[config.mk]
export PLATFORM = sky130hd
export DESIGN_NAME = rtt_throttle_step_controller_unit
export DESIGN_NICKNAME = d
export VERILOG_FILES = /design/src/rtl/rtt_tsc_pkg.sv /design/src/rtl/rtt_tsc_delay_cmp.sv /design/src/rtl/rtt_throttle_step_controller_unit.sv
export SDC_FILE = /design/constraint.sdc
export NUM_CORES = 1
export LEC_CHECK = 0
export ABC_AREA = 0
export CORE_ASPECT_RATIO = 0.8
export CORE_MARGIN = 8
export CORE_UTILIZATION = 45
export CTS_CLUSTER_SIZE = 40
export DETAILED_ROUTE_END_ITERATION = 16
export DONT_BUFFER_PORTS = 1
export SLEW_MARGIN = 5
export SYNTH_ARGS = -nofsm -noshare
export SYNTH_HDL_FRONTEND = slang
export SYNTH_SLANG_ARGS = --single-unit
[constraint.sdc]
create_clock -name clk_i -period 7.45 [get_ports clk_i]
set_input_delay 1.49 -clock clk_i [delete_from_list [all_inputs] [get_ports clk_i]]
set_output_delay 1.49 -clock clk_i [all_outputs]
set_load 0.005 [all_outputs]
[src/rtl/rtt_tsc_pkg.sv]
package rtt_tsc_pkg;

  // Round condition codes, as carried on the result stream
  typedef enum logic [1:0] {
    COND_ABOVE = 2'd0,
    COND_NEAR  = 2'd1,
    COND_BELOW = 2'd2
  } cond_e;

  // Item kind on the input stream
  typedef enum logic {
    OP_SAMPLE = 1'b0,
    OP_INIT   = 1'b1
  } op_e;

  // Outcome of comparing one flow's observed delay against its target
  typedef struct packed {
    logic above;
    logic near;
  } delay_cmp_t;

endpackage

[src/rtl/rtt_tsc_delay_cmp.sv]
module rtt_tsc_delay_cmp #(
  parameter int unsigned DELAY_BITS = 32
) (
  input  logic [DELAY_BITS-1:0]   observed_i,
  input  logic [DELAY_BITS-1:0]   target_i,
  output rtt_tsc_pkg::delay_cmp_t cmp_o
);

  localparam int unsigned WIDE_BITS = DELAY_BITS + 4;

  logic [WIDE_BITS-1:0] obs_x10;
  logic [WIDE_BITS-1:0] tgt_x9;

  // 10*obs = 8*obs + 2*obs, 9*tgt = 8*tgt + tgt
  assign obs_x10 = {1'b0, observed_i, 3'b000} + {3'b000, observed_i, 1'b0};
  assign tgt_x9  = {1'b0, target_i, 3'b000} + {4'b0000, target_i};

  assign cmp_o.above = observed_i > target_i;
  assign cmp_o.near  = obs_x10 >= tgt_x9;

endmodule

[src/rtl/rtt_throttle_step_controller_unit.sv]
// Path of a result: the round's last sample goes through the delay compare into the input register,
// then the update goes into the result register, from which it leaves on the master side.
// Throughput: one item per cycle, unless a round-closing sample waits on a stalled result.
// Non-final samples and init items produce no result and drain even while a result is stalled.
// Reset: fraction and step clear to zero, the condition window fills with near-target codes,
// round flags and the window pointer clear, both pipeline valid bits drop.
module rtt_throttle_step_controller_unit #(
  parameter int unsigned WINDOW_LENGTH = 3,
  parameter int unsigned DELAY_BITS    = 32,
  parameter int unsigned FRACTION_BITS = 16
) (
  input  logic clk_i,
  input  logic rst_ni,

  input  logic s_axis_tvalid,
  output logic s_axis_tready,
  // observed_delay, target_delay, start_fraction (from bit 0 up), zero padded
  input  logic [((2*DELAY_BITS+FRACTION_BITS+7)/8)*8-1:0] s_axis_tdata,
  input  logic s_axis_tlast,
  // op
  input  logic s_axis_tuser,

  output logic m_axis_tvalid,
  input  logic m_axis_tready,
  // fraction, step, condition (from bit 0 up), zero padded
  output logic [((2*FRACTION_BITS+7)/8)*8-1:0] m_axis_tdata
);

  localparam int unsigned STEP_BITS  = FRACTION_BITS - 2;
  localparam int unsigned FRAC_W     = FRACTION_BITS + 1;
  localparam int unsigned SUM_BITS   = FRACTION_BITS + 2;
  localparam int unsigned PTR_W      = $clog2(WINDOW_LENGTH);
  localparam int unsigned OUT_W      = ((2*FRACTION_BITS+7)/8)*8;
  localparam int unsigned FRAC_ONE   = 1 << FRACTION_BITS;
  localparam int unsigned INIT_INT   = (FRAC_ONE + 5) / 10;
  localparam int unsigned MIN_INT    = (FRAC_ONE + 5000) / 10000;
  localparam logic signed [STEP_BITS-1:0] INIT_STEP = STEP_BITS'(INIT_INT);
  localparam logic [FRAC_W-1:0] FLOOR_FRAC = FRAC_W'(MIN_INT);
  localparam logic [FRAC_W-1:0] MAX_FRAC = FRAC_W'(FRAC_ONE - MIN_INT);
  localparam logic [PTR_W-1:0]  PTR_LAST = PTR_W'(WINDOW_LENGTH - 1);

  // Input stage
  rtt_tsc_pkg::delay_cmp_t cmp_in;
  logic                    s1_valid_q;
  rtt_tsc_pkg::op_e        s1_op_q;
  logic                    s1_last_q;
  rtt_tsc_pkg::delay_cmp_t s1_cmp_q;
  logic [FRACTION_BITS-1:0] s1_start_q;

  // Controller state
  logic [FRAC_W-1:0]            frac_q, frac_d;
  logic signed [STEP_BITS-1:0]  step_q, step_d;
  rtt_tsc_pkg::cond_e           win_q [WINDOW_LENGTH];
  rtt_tsc_pkg::cond_e           win_d [WINDOW_LENGTH];
  logic [PTR_W-1:0]             ptr_q, ptr_d;
  logic                         above_q, near_q;

  // Result stage
  logic             m_valid_q;
  logic [OUT_W-1:0] m_data_q, m_data_d;

  logic               s_xfer;
  logic               makes_result;
  logic               out_free;
  logic               fire;
  logic               any_above, any_near;
  rtt_tsc_pkg::cond_e cond;
  logic               all_above, all_below;
  logic [STEP_BITS-1:0]         mag;
  logic [STEP_BITS:0]           half_ext;
  logic signed [STEP_BITS-1:0]  half, flipped;
  logic signed [SUM_BITS-1:0]   sum;

  rtt_tsc_delay_cmp #(
    .DELAY_BITS(DELAY_BITS)
  ) u_delay_cmp (
    .observed_i(s_axis_tdata[DELAY_BITS-1:0]),
    .target_i  (s_axis_tdata[2*DELAY_BITS-1:DELAY_BITS]),
    .cmp_o     (cmp_in)
  );

  assign makes_result  = s1_valid_q && (s1_op_q == rtt_tsc_pkg::OP_SAMPLE) && s1_last_q;
  assign out_free      = !m_valid_q || m_axis_tready;
  assign fire          = s1_valid_q && (!makes_result || out_free);
  assign s_axis_tready = !s1_valid_q || fire;
  assign s_xfer        = s_axis_tvalid && s_axis_tready;

  assign m_axis_tvalid = m_valid_q;
  assign m_axis_tdata  = m_data_q;

  always_comb begin
    any_above = above_q | s1_cmp_q.above;
    any_near  = near_q | s1_cmp_q.near;
    if (any_above) begin
      cond = rtt_tsc_pkg::COND_ABOVE;
    end else if (any_near) begin
      cond = rtt_tsc_pkg::COND_NEAR;
    end else begin
      cond = rtt_tsc_pkg::COND_BELOW;
    end

    win_d = win_q;
    win_d[ptr_q] = cond;
    ptr_d = (ptr_q == PTR_LAST) ? '0 : ptr_q + PTR_W'(1);

    all_above = 1'b1;
    all_below = 1'b1;
    for (int i = 0; i < WINDOW_LENGTH; i++) begin
      if (win_d[i] != rtt_tsc_pkg::COND_ABOVE) all_above = 1'b0;
      if (win_d[i] != rtt_tsc_pkg::COND_BELOW) all_below = 1'b0;
    end

    // Halve magnitude rounding away from zero, then negate
    mag      = step_q[STEP_BITS-1] ? -step_q : step_q;
    half_ext = {1'b0, mag} + (STEP_BITS+1)'(1);
    half     = half_ext[STEP_BITS:1];
    flipped  = step_q[STEP_BITS-1] ? half : -half;

    priority if (all_above) begin
      step_d = -INIT_STEP;
    end else if (all_below) begin
      step_d = INIT_STEP;
    end else if (cond == rtt_tsc_pkg::COND_ABOVE) begin
      step_d = (!step_q[STEP_BITS-1] && (step_q != '0)) ? flipped : step_q;
    end else begin
      step_d = step_q[STEP_BITS-1] ? flipped : step_q;
    end

    sum = $signed({1'b0, frac_q}) + $signed({{4{step_d[STEP_BITS-1]}}, step_d});
    priority if (sum[SUM_BITS-1] || (sum == '0)) begin
      frac_d = FLOOR_FRAC;
    end else if (sum[FRAC_W-1:0] >= MAX_FRAC) begin
      frac_d = MAX_FRAC;
    end else begin
      frac_d = sum[FRAC_W-1:0];
    end

    m_data_d = OUT_W'({cond, step_d, frac_d[FRACTION_BITS-1:0]});
  end

  always_ff @(posedge clk_i or negedge rst_ni) begin
    if (!rst_ni) begin
      s1_valid_q <= 1'b0;
      m_valid_q  <= 1'b0;
      frac_q     <= '0;
      step_q     <= '0;
      ptr_q      <= '0;
      above_q    <= 1'b0;
      near_q     <= 1'b0;
      for (int i = 0; i < WINDOW_LENGTH; i++) begin
        win_q[i] <= rtt_tsc_pkg::COND_NEAR;
      end
    end else begin
      if (s_xfer) begin
        s1_valid_q <= 1'b1;
      end else if (fire) begin
        s1_valid_q <= 1'b0;
      end

      if (fire && makes_result) begin
        m_valid_q <= 1'b1;
      end else if (m_axis_tready) begin
        m_valid_q <= 1'b0;
      end

      if (fire) begin
        if (s1_op_q == rtt_tsc_pkg::OP_INIT) begin
          frac_q <= {1'b0, s1_start_q};
          step_q <= INIT_STEP;
        end else if (s1_last_q) begin
          // Close the round: clear flags, log condition, adapt step and fraction
          above_q <= 1'b0;
          near_q  <= 1'b0;
          win_q   <= win_d;
          ptr_q   <= ptr_d;
          step_q  <= step_d;
          frac_q  <= frac_d;
        end else begin
          above_q <= any_above;
          near_q  <= any_near;
        end
      end
    end
  end

  always_ff @(posedge clk_i) begin
    if (s_xfer) begin
      s1_op_q    <= rtt_tsc_pkg::op_e'(s_axis_tuser);
      s1_last_q  <= s_axis_tlast;
      s1_cmp_q   <= cmp_in;
      s1_start_q <= s_axis_tdata[2*DELAY_BITS+FRACTION_BITS-1:2*DELAY_BITS];
    end
    if (fire && makes_result) begin
      m_data_q <= m_data_d;
    end
  end

endmodule

# After elaboration in Yosys (flattened, before gate mapping)
# Cells that the tools add are included.
# word_totals
regBits	95
latch_bits	0
ramBits	0
romBits	0
output_inout_bits	34
word_cells	94
memories	0
# op_classes
addsub	7
n_mul	0
div	0
order_cmp	5
eq_ne	4
shift	0
mux	31
bitwise_logic	4
n_reduce_logical	27
# op_table
operator	n
14-bit 2-to-1 mux	9
17-bit 2-to-1 mux	4
35-bit by 32-bit adder with 36-bit output	1
35-bit by 33-bit adder with 36-bit output	1
36-bit greater-or-equal comparator	1
32-bit > comparator	1
14-bit negator	2
18-bit by 14-bit adder with 18-bit output	1
18-bit logical NOT	1
17-bit by 16-bit greater-or-equal comparator with 1-bit output (second input constant)	1
14-bit by 1-bit adder with 15-bit output (second input constant)	1
14-bit nonzero test	1
1-bit 2-to-1 mux	12
2-bit nonzero test	6
2-bit 2-to-1 mux	4
1-bit logical AND	7
6-bit bitwise mux	1
2-bit inequality test (second input constant)	3
2-bit demux with 2-bit select	1
1-bit logical NOT	4
1-bit logical OR	4
2-bit AND reduction	2
3-bit greater-or-equal comparator (second input constant)	1
3-bit by 1-bit less-than comparator with 1-bit output (second input constant)	1
other kinds (7)	8

# Depth between registers and ports, before layout
# Gate-level depths: netlist of the first run.
# depth
depth_word	18
mapped_depth	28

# By module
# Synthesis of the first run repeated with hierarchy kept, for this count alone.
# hier_totals
cells_unflattened	1300
hier_area_um2	11019.3
# modules_own_cells
mod	instances	cells_per_inst	area_per_inst_um2	seq_area_each_um2
rtt_throttle_step_controller_unit	1	666	6359.8	2641.3
rtt_tsc_delay_cmp	1	634	4659.5	0.0

# Worst setup path after synthesis of the first run
# OpenSTA, ideal clock, no wires.
# synth_timing
path_type	reg2reg
from	register step_q[13]
to	register m_data_q[7] (netlist: m_axis_tdata[7]), data pin
arrival_ps	6036
path_slack_ps	1158
path_stages_with_launch	28
synth_period_minus_slack_ps	6292
cell_sequence	dfrtp_1 buf_2 buf_1 buf_1 clkbuf_1 o21ai_0 ha_1 inv_1 nor4_2 nand4_1 nor3_1 o21ai_2 or3_1 a31oi_1 o21ai_0 ha_1 a21o_1 a21o_1 a21oi_1 nor2_1 o311a_1 o21a_1 a311o_1 nor4_4 or2_1 buf_6 buf_6 nor2_1
# synth_between
word_cells_on_any_way	19
# synth_lines
element	line	source
start, declared	rtt_throttle_step_controller_unit.sv:52	logic signed [STEP_BITS-1:0] step_q, step_d;
start signal, assigned	rtt_throttle_step_controller_unit.sv:176	step_q <= step_d;
14-bit 2-to-1 mux	rtt_throttle_step_controller_unit.sv:114	mag = step_q[STEP_BITS-1] ? -step_q : step_q;
14-bit by 1-bit adder with 15-bit output	rtt_throttle_step_controller_unit.sv:115	half_ext = {1'b0, mag} + (STEP_BITS+1)'(1);
14-bit negator	rtt_throttle_step_controller_unit.sv:117	flipped = step_q[STEP_BITS-1] ? half : -half;
14-bit 2-to-1 mux	rtt_throttle_step_controller_unit.sv:117	
14-bit 2-to-1 mux, on equally long branches	rtt_throttle_step_controller_unit.sv:126, rtt_throttle_step_controller_unit.sv:124	
14-bit 2-to-1 mux *	rtt_throttle_step_controller_unit.sv:123	end else if (cond == rtt_tsc_pkg::COND_ABOVE) begin
14-bit 2-to-1 mux *	rtt_throttle_step_controller_unit.sv:121	end else if (all_below) begin
14-bit 2-to-1 mux *	rtt_throttle_step_controller_unit.sv:119	priority if (all_above) begin
named net step_d[10]	rtt_throttle_step_controller_unit.sv:52	
18-bit by 14-bit adder with 18-bit output *	rtt_throttle_step_controller_unit.sv:129	sum = $signed({1'b0, frac_q}) + $signed({{4{step_d[STEP_BITS-1]}}, step_d});
17-bit by 16-bit greater-or-equal comparator with 1-bit output or 18-bit logical NOT (tied branches)	rtt_throttle_step_controller_unit.sv:132, rtt_throttle_step_controller_unit.sv:130	
17-bit 2-to-1 mux or 1-bit logical OR (tied branches)	rtt_throttle_step_controller_unit.sv:132, rtt_throttle_step_controller_unit.sv:130	
17-bit 2-to-1 mux *	rtt_throttle_step_controller_unit.sv:130	priority if (sum[SUM_BITS-1] || (sum == '0)) begin
named net frac_d[7]	rtt_throttle_step_controller_unit.sv:51	logic [FRAC_W-1:0] frac_q, frac_d;
end signal, assigned	rtt_throttle_step_controller_unit.sv:194	m_data_q <= m_data_d;
end, declared	rtt_throttle_step_controller_unit.sv:60	logic [OUT_W-1:0] m_data_q, m_data_d;
# Mark *: on every way through the listed nets, which the timed path passes. The rest lies on a longest branch.
# A chain may end at the register's enable or synchronous reset.

# Worst setup path after layout of the first run
# layout_timing
from	register step_q[0]
to	register m_data_q[0] (netlist: m_axis_tdata[0]), data pin
# layout_between
elab_chain_cells	13
word_cells_on_any_way	18
# layout_rtl
element	line
14-bit negator	rtt_throttle_step_controller_unit.sv:114
14-bit 2-to-1 mux	rtt_throttle_step_controller_unit.sv:114
14-bit by 1-bit adder with 15-bit output	rtt_throttle_step_controller_unit.sv:115
14-bit negator	rtt_throttle_step_controller_unit.sv:117
14-bit 2-to-1 mux	rtt_throttle_step_controller_unit.sv:117
14-bit 2-to-1 mux, on equally long branches	rtt_throttle_step_controller_unit.sv:126, rtt_throttle_step_controller_unit.sv:124
14-bit 2-to-1 mux *	rtt_throttle_step_controller_unit.sv:123
14-bit 2-to-1 mux *	rtt_throttle_step_controller_unit.sv:121
14-bit 2-to-1 mux *	rtt_throttle_step_controller_unit.sv:119
named net step_d[4]	rtt_throttle_step_controller_unit.sv:52
18-bit by 14-bit adder with 18-bit output *	rtt_throttle_step_controller_unit.sv:129
17-bit by 16-bit greater-or-equal comparator with 1-bit output or 18-bit logical NOT (tied branches)	rtt_throttle_step_controller_unit.sv:132, rtt_throttle_step_controller_unit.sv:130
17-bit 2-to-1 mux or 1-bit logical OR (tied branches)	rtt_throttle_step_controller_unit.sv:132, rtt_throttle_step_controller_unit.sv:130
17-bit 2-to-1 mux *	rtt_throttle_step_controller_unit.sv:130
named net frac_d[0]	rtt_throttle_step_controller_unit.sv:51
# Marks and branches as above.

==> metrics.csv, run 1 <==
metric;value;unit
area share of the largest cell type after synthesis;17.2;%
most frequent cell after synthesis;sky130_fd_sc_hd__ha_1;
final number of hold-violating endpoints;0;
number of pins exceeding their max-slew limit in the final report;0;
sequential-to-total area share from yosys stat;24.6;%
aggregate routed wire length;29.8;mm
Worst Path Arrival;7.06;ns
Post-Syn Nets;1478;
overflow left after global routing;0;
Max Freq;144;MHz
post-DR wirelength/cell;19.2;um
all-layer global routing usage;19.9;%
placer's final routability congestion estimate;0.888;
initial standard-cell utilization of the core;45.8;%
post-synthesis cell type count;85;
total setup buffers inserted after CTS;0;
library cell with the largest summed area after synthesis;sky130_fd_sc_hd__ha_1;
H-Tree Depth;3;
count of nets after finishing;1467;
top cell types by occurrence after synthesis;sky130_fd_sc_hd__ha_1 (147), sky130_fd_sc_hd__a21oi_1 (111), sky130_fd_sc_hd__nor2_1 (90);
overall die area;0.0291;mm^2
Setup TNS Final;0;ns
clock tree buffer depth;2;
worst setup skew after layout;0.0121;ns
worst slack, placed;0.380;ns
Site Rows;50;
input/output buffers;0;
hpwl dp;24.2;mm
critical path startpoint category;flop;
initial antenna violation count;0;
number of flops mapped to enable cells by yosys;52;
via count of the first global-routing pass;8682;
reg2reg start;step_q[0]$_DFFE_PN0P_;
total number of yosys warnings;0;
Worst Tran Pin Value;0.975;ns
path class of the lowest-slack min-delay path;reg2reg;
timing startpoint of the critical path;step_q[0]$_DFFE_PN0P_;
reported leakage power;0.00489;uW
worst slew margin relative to its limit;34.7;%
minimum setup slack in the final design;0.496;ns
length in cells of the worst reg-to-reg path;23;
unrepaired setup endpoints after global routing;no;
count of vias placed by the detailed router;9295;
launch point of the worst hold path;frac_q[16]$_DFFE_PN0P_;
count of state elements after synthesis;95;
kind of end point of the critical path;flop;
Critical Setup Path Class;reg2reg;
wire length of the first global-routing pass;47.3;mm
clock tree root driver cell;sky130_fd_sc_hd__clkbuf_16;
share of the cycle needed by the critical path after routing;93.3;%
r2r endpoint;m_axis_tdata[0]$_DFFE_PP_;
antenna diode instance count;0;
setup violation total in the final timing report;0;
via density per instance;6.00;
dominant cells by area after synthesis;sky130_fd_sc_hd__ha_1 (17%), sky130_fd_sc_hd__edfxtp_1 (15%), sky130_fd_sc_hd__dfrtp_1 (9.3%);
peak supply drop;0.239;mV
critical path peak fanout;17;
CTS clk-pin slew, worst paths;0.07;ns
syn avg cell area;8.63;um^2
Die Wd;189;um
maximum number of pins on one net before global-route repair;46;
outcome;finished, final reports clean;
drt first-iter violations;699;
layout cells sized above 1;6.55;%
DRC violation count after routing;0;
setup slack on the worst flop-to-flop path;0.50;ns
terminating pin of the worst hold path;frac_q[16]$_DFFE_PN0P_;
clock period minus final worst setup slack;6.95;ns
instance count along the most critical hold path;1;
source-to-sink clock delay at the later pin of the worst-skew pair;0.36;ns
number of clock sinks seen by CTS;95;
final-layout worst hold slack;0.497;ns
power density of the placed cells;398;mW/mm^2
Cells after Synth;1242;
number of optimization iterations in the first detailed-route pass;5;
required time at the endpoint of the critical path;7.55;ns
fraction of registers with async set or reset after synthesis;45.3;%
commonest register cell after synthesis;sky130_fd_sc_hd__edfxtp_1;
hold-fix buffer count after cts;0;
TritonCTS clock tree;built;
Area Overhead vs Synth;5.97;%
I/O pin cnt;120;
vertical extent of the die;154;um
total CTS buffers;9;
area of the core;0.0234;mm^2
Netlist Area Pre-Place;0.0107;mm^2
Routed Antenna Nets;0;
number of maximum-capacitance violations;0;
-- cell families (layout without fill, tap and decap cells) --
group	after synthesis	after routing	synth area share [%]
AO/OA/AOI/OAI	410	410	26.0
AND/OR/NAND/NOR	370	370	18.6
adder cells (fa/ha/maj)	150	150	17.7
buffers and inverters	116	110	4.54
XOR/XNOR	95	95	7.90
flip-flops	95	95	24.6
multiplexers	6	6	0.607
-- routing by layer --
metal | global-route usage (%) | vias to the layer above | wire length [um]
met5 | 0 | - | 0
met4 | 2.64 | 0 | 250
met3 | 4.97 | 14 | 2140
met2 | 28.9 | 259 | 12200
met1 | 29.7 | 4376 | 15200
li1 | - | 4646 | -
-- stage by stage --
step	total power [uW]	utilization (%)	area, um^2	cells
after detailed placement	3960	47.2	11000	1532
after global placement	3940	47.2	11000	1532
final	4520	48.6	11400	1548
after CTS	4470	48.5	11400	1548
after global routing	4890	48.6	11400	1548
after floorplan	3240	-	10700	1242
-- repair_timing --
item	CTS	global route
gates resized for setup	0	2
hold endpoints to repair	0	0
setup endpoints to repair	0	17
-- cell type report --
class	instances	area [um^2]
well taps	312	390
flip-flops and latches	95	2640
multi-input cells	1031	7610
fillers	2287	12000
inverters	78	293
clock inverters	7	87.6
repair buffers	16	120
clock buffers	9	225
-- sequential cells by signal, indices dropped and copies added (netlist names) --
signal / count
s1_start_q: 16
near_q: 1
frac_q: 17
above_q: 1
s1_last_q: 1
s1_cmp_q: 2
win_q: 6
ptr_q: 2
m_axis_tdata: 32
s1_valid_q: 1
step_q: 14
m_axis_tvalid: 1
s1_op_q: 1
-- cell usage in the layout, fill, tap and decap left out, types with 23 or more instances in the layout --
cell / n
sky130_fd_sc_hd__nor2_1: 90
sky130_fd_sc_hd__nand2_1: 68
sky130_fd_sc_hd__nor3_1: 23
sky130_fd_sc_hd__dfrtp_1: 40
sky130_fd_sc_hd__nand4_1: 26
sky130_fd_sc_hd__a21oi_1: 111
sky130_fd_sc_hd__a21o_1: 56
sky130_fd_sc_hd__o21a_1: 23
sky130_fd_sc_hd__nand3_1: 23
sky130_fd_sc_hd__xor2_1: 26
sky130_fd_sc_hd__xnor2_1: 67
sky130_fd_sc_hd__o21ai_0: 66
sky130_fd_sc_hd__inv_1: 77
sky130_fd_sc_hd__ha_1: 147
sky130_fd_sc_hd__edfxtp_1: 52
-- worst max path at each step --
stage / end / slack (ns) / depth (start not counted)
after global placement: m_axis_tdata[7]$_DFFE_PP_ / 0.65 / 23
after global routing: m_axis_tdata[3]$_DFFE_PP_ / 0.02 / 22
after floorplan: m_axis_tdata[7]$_DFFE_PP_ / 1.16 / 27
after detailed placement: m_axis_tdata[3]$_DFFE_PP_ / 0.38 / 22
after CTS: m_axis_tdata[3]$_DFFE_PP_ / 0.38 / 22
final: m_axis_tdata[0]$_DFFE_PP_ / 0.50 / 23
-- report_power, final --
group	switching [uW]	leakage [uW]	internal [uW]
Clock	222	0.000148	269
Sequential	206	0.00100	810
Combinational	1830	0.00374	1190
-- worst max-delay path: stages (launching register included) --
cell	delay [ns]
sky130_fd_sc_hd__dfrtp_1	0.53
sky130_fd_sc_hd__inv_1	0.14
sky130_fd_sc_hd__ha_1	0.30
sky130_fd_sc_hd__nor3b_2	0.21
sky130_fd_sc_hd__o211ai_1	0.46
sky130_fd_sc_hd__and3_1	0.57
sky130_fd_sc_hd__and2_0	0.19
sky130_fd_sc_hd__o21ai_0	0.20
sky130_fd_sc_hd__o21ai_0	0.21
sky130_fd_sc_hd__a221oi_1	0.10
sky130_fd_sc_hd__o21ai_0	0.23
sky130_fd_sc_hd__inv_1	0.10
sky130_fd_sc_hd__ha_1	0.35
sky130_fd_sc_hd__o21a_1	0.12
sky130_fd_sc_hd__o31a_1	0.13
sky130_fd_sc_hd__o21a_1	0.22
sky130_fd_sc_hd__o311ai_0	0.64
sky130_fd_sc_hd__a31oi_1	0.32
sky130_fd_sc_hd__a41o_1	0.33
sky130_fd_sc_hd__a211oi_2	0.21
sky130_fd_sc_hd__buf_4	0.20
sky130_fd_sc_hd__nor4_1	0.08
sky130_fd_sc_hd__or2_2	0.45
sky130_fd_sc_hd__or3_1	0.39
No activity file was read; power rests on OpenSTA's default activity.
==> run 2: changes to the inputs <==
--- a/config.mk
+++ b/config.mk
@@ -6,12 +6,14 @@
 export NUM_CORES = 1
 export LEC_CHECK = 0
 export ABC_AREA = 0
+export CAP_MARGIN = 10
 export CORE_ASPECT_RATIO = 0.8
-export CORE_MARGIN = 8
-export CORE_UTILIZATION = 45
+export CORE_MARGIN = 1.5
+export CORE_UTILIZATION = 66
 export CTS_CLUSTER_SIZE = 40
 export DETAILED_ROUTE_END_ITERATION = 16
 export DONT_BUFFER_PORTS = 1
+export PLACE_DENSITY = 0.82
 export SLEW_MARGIN = 5
 export SYNTH_ARGS = -nofsm -noshare
 export SYNTH_HDL_FRONTEND = slang
==> metrics.csv, run 2 (synthesis results as in run 1) <==
metric;value;unit;change
H-Tree Depth;3;;unchanged
overall die area;0.0170;mm^2;was 0.0291 mm^2
aggregate routed wire length;26.0;mm;was 29.8 mm
share of the cycle needed by the critical path after routing;91.4;%;was 93.3%
clock tree buffer depth;2;;unchanged
count of nets after finishing;1461;;was 1467
number of maximum-capacitance violations;0;;unchanged
wire length of the first global-routing pass;42.2;mm;was 47.3 mm
number of clock sinks seen by CTS;95;;unchanged
vertical extent of the die;117;um;was 154 um
critical path peak fanout;17;;unchanged
maximum number of pins on one net before global-route repair;44;;was 46
kind of end point of the critical path;flop;;unchanged
max FFs per register;32;;unchanged
DRC violation count after routing;0;;unchanged
number of pins exceeding their max-slew limit in the final report;0;;unchanged
clock tree root driver cell;sky130_fd_sc_hd__clkbuf_16;;unchanged
all-layer global routing usage;30.3;%;was 19.9%
worst slack, placed;0.500;ns;was 0.380 ns
I/O pin cnt;120;;unchanged
drt first-iter violations;809;;was 699
reported leakage power;0.00484;uW;was 0.00489 uW
Critical Setup Path Class;reg2reg;;unchanged
setup violation total in the final timing report;0;;unchanged
post-DR wirelength/cell;18.0;um;was 19.2 um
initial antenna violation count;0;;unchanged
Setup TNS Final;0;ns;unchanged
Site Rows;41;;was 50
Area Overhead vs Synth;3.97;%;was 5.97%
initial standard-cell utilization of the core;67.7;%;was 45.8%
Worst Path Arrival;6.90;ns;was 7.06 ns
antenna diode instance count;0;;unchanged
most common cell after layout, fill and taps aside;sky130_fd_sc_hd__ha_1;;unchanged
input/output buffers;0;;unchanged
source-to-sink clock delay at the later pin of the worst-skew pair;0.34;ns;was 0.36 ns
layout cells sized above 1;5.85;%;was 6.55%
unrepaired setup endpoints after global routing;no;;unchanged
Routed Antenna Nets;0;;unchanged
TritonCTS clock tree;built;;unchanged
worst setup skew after layout;0.00851;ns;was 0.0121 ns
placer's final routability congestion estimate;0.961;;was 0.888
outcome;finished, final reports clean;;unchanged
path class of the lowest-slack min-delay path;reg2reg;;unchanged
minimum setup slack in the final design;0.641;ns;was 0.496 ns
power density of the placed cells;395;mW/mm^2;was 398 mW/mm^2
critical path startpoint category;flop;;unchanged
number of optimization iterations in the first detailed-route pass;5;;unchanged
final number of hold-violating endpoints;0;;unchanged
leading cell types in the layout, fill and taps excluded;sky130_fd_sc_hd__ha_1 (147), sky130_fd_sc_hd__a21oi_1 (111), sky130_fd_sc_hd__nor2_1 (90);;unchanged
worst slew margin relative to its limit;28.7;%;was 34.7%
total CTS buffers;9;;unchanged
peak supply drop;0.361;mV;was 0.239 mV
via count of the first global-routing pass;8541;;was 8682
post-layout total power;4410;uW;was 4520 uW
Worst Tran Pin Value;1.07;ns;was 0.975 ns
hpwl dp;20.7;mm;was 24.2 mm
required time at the endpoint of the critical path;7.54;ns;was 7.55 ns
Max Freq;147;MHz;was 144 MHz
Die Wd;146;um;was 189 um
post-place instance area;0.0109;mm^2;was 0.0110 mm^2
count of vias placed by the detailed router;9417;;was 9295
total setup buffers inserted after CTS;0;;unchanged
final standard cell area without fillers;0.0111;mm^2;was 0.0114 mm^2
CTS clk-pin slew, worst paths;0.07;ns;about the same
overflow left after global routing;0;;unchanged
area of the core;0.0159;mm^2;was 0.0234 mm^2
clock period minus final worst setup slack;6.81;ns;was 6.95 ns
via density per instance;6.52;;was 6.00
run 2: cell count changes in the layout (fill, tap and decap cells not counted), moves of 2 or more:
cell,before,now
sky130_fd_sc_hd__buf_4,16,10
sky130_fd_sc_hd__inv_8,3,0
sky130_fd_sc_hd__clkinv_1,0,2
sky130_fd_sc_hd__clkinvlp_4,2,0
sky130_fd_sc_hd__inv_6,1,3
run 2: path summary, 6_finish.rpt:
kind / from / to / slack, ns / depth (start not counted)
worst max-delay path: step_q[0]$_DFFE_PN0P_ / m_axis_tdata[0]$_DFFE_PP_ / 0.64 / 22
worst min-delay path: frac_q[16]$_DFFE_PN0P_ / frac_q[16]$_DFFE_PN0P_ / 0.49 / 1
worst max register to register: step_q[0]$_DFFE_PN0P_ / m_axis_tdata[0]$_DFFE_PP_ / 0.64 / 22
worst min register to register: frac_q[16]$_DFFE_PN0P_ / frac_q[16]$_DFFE_PN0P_ / 0.49 / 1
max in group asynchronous: rst_ni / win_q[2]$_DFFE_PN1P_ / 6.41 / 0
min in group asynchronous: rst_ni / frac_q[13]$_DFFE_PN0P_ / 0.84 / 0
run 2: what timing repair did:
item | 4_1_cts | 5_1_grt
resized for setup | 0 | 2
hold buffers | 0 | 0
setup endpoints to repair | 0 | 17
run 2: metrics by stage:
step	std cells	hold WS, ns	util (%)
6_report	1445	0.491	70.3
5_1_grt	1445	0.516	70.3
4_1_cts	1445	0.497	70.3
3_5_place_dp	1429	0.478	68.6
3_3_place_gp	1429	0.478	68.6
2_1_floorplan	1242	0.456	-
run 2: worst max-delay path, stage by stage, from the launching register on:
cell                       delay [ns]
sky130_fd_sc_hd__dfrtp_1         0.52
sky130_fd_sc_hd__inv_1           0.14
sky130_fd_sc_hd__ha_1            0.30
sky130_fd_sc_hd__nor3b_2         0.21
sky130_fd_sc_hd__o211ai_1        0.44
sky130_fd_sc_hd__and3_1          0.56
sky130_fd_sc_hd__and2_0          0.19
sky130_fd_sc_hd__o21ai_0         0.20
sky130_fd_sc_hd__or3_1           0.49
sky130_fd_sc_hd__nand2_1         0.08
sky130_fd_sc_hd__o311ai_0        0.14
sky130_fd_sc_hd__a21o_1          0.26
sky130_fd_sc_hd__ha_1            0.36
sky130_fd_sc_hd__a21oi_1         0.21
sky130_fd_sc_hd__o211ai_1        0.11
sky130_fd_sc_hd__a31oi_1         0.41
sky130_fd_sc_hd__nor4_1          0.12
sky130_fd_sc_hd__o311a_1         0.40
sky130_fd_sc_hd__nor3_1          0.16
sky130_fd_sc_hd__nor4b_2         0.31
sky130_fd_sc_hd__nor4_4          0.09
sky130_fd_sc_hd__or2_2           0.45
sky130_fd_sc_hd__or3_1           0.38
run 2: final cells by class:
class,count,area [um^2]
well taps,215,269
multi-input cells,1031,7600
flip-flops and latches,95,2640
clock buffers,10,229
fillers,1260,4700
clock inverters,6,43.8
repair buffers,10,75.1
inverters,78,293
run 2: power by group:
group / switching (uW) / leakage [uW] / internal [uW]
Combinational: 1790 / 0.00371 / 1170
Clock: 193 / 0.000135 / 229
Sequential: 213 / 0.00100 / 810
Total: 2190 / 0.00484 / 2210
run 2: layer usage:
| metal | share of wire, % | GRT usage [%] | wire length (um) |
|---|---|---|---|
| met1 | 48 | 45.4 | 12600 |
| met2 | 41 | 45.7 | 10800 |
| met3 | 8.9 | 5.39 | 2330 |
| met4 | 1.2 | 6.46 | 304 |
| met5 | 0 | 0 | 0 |
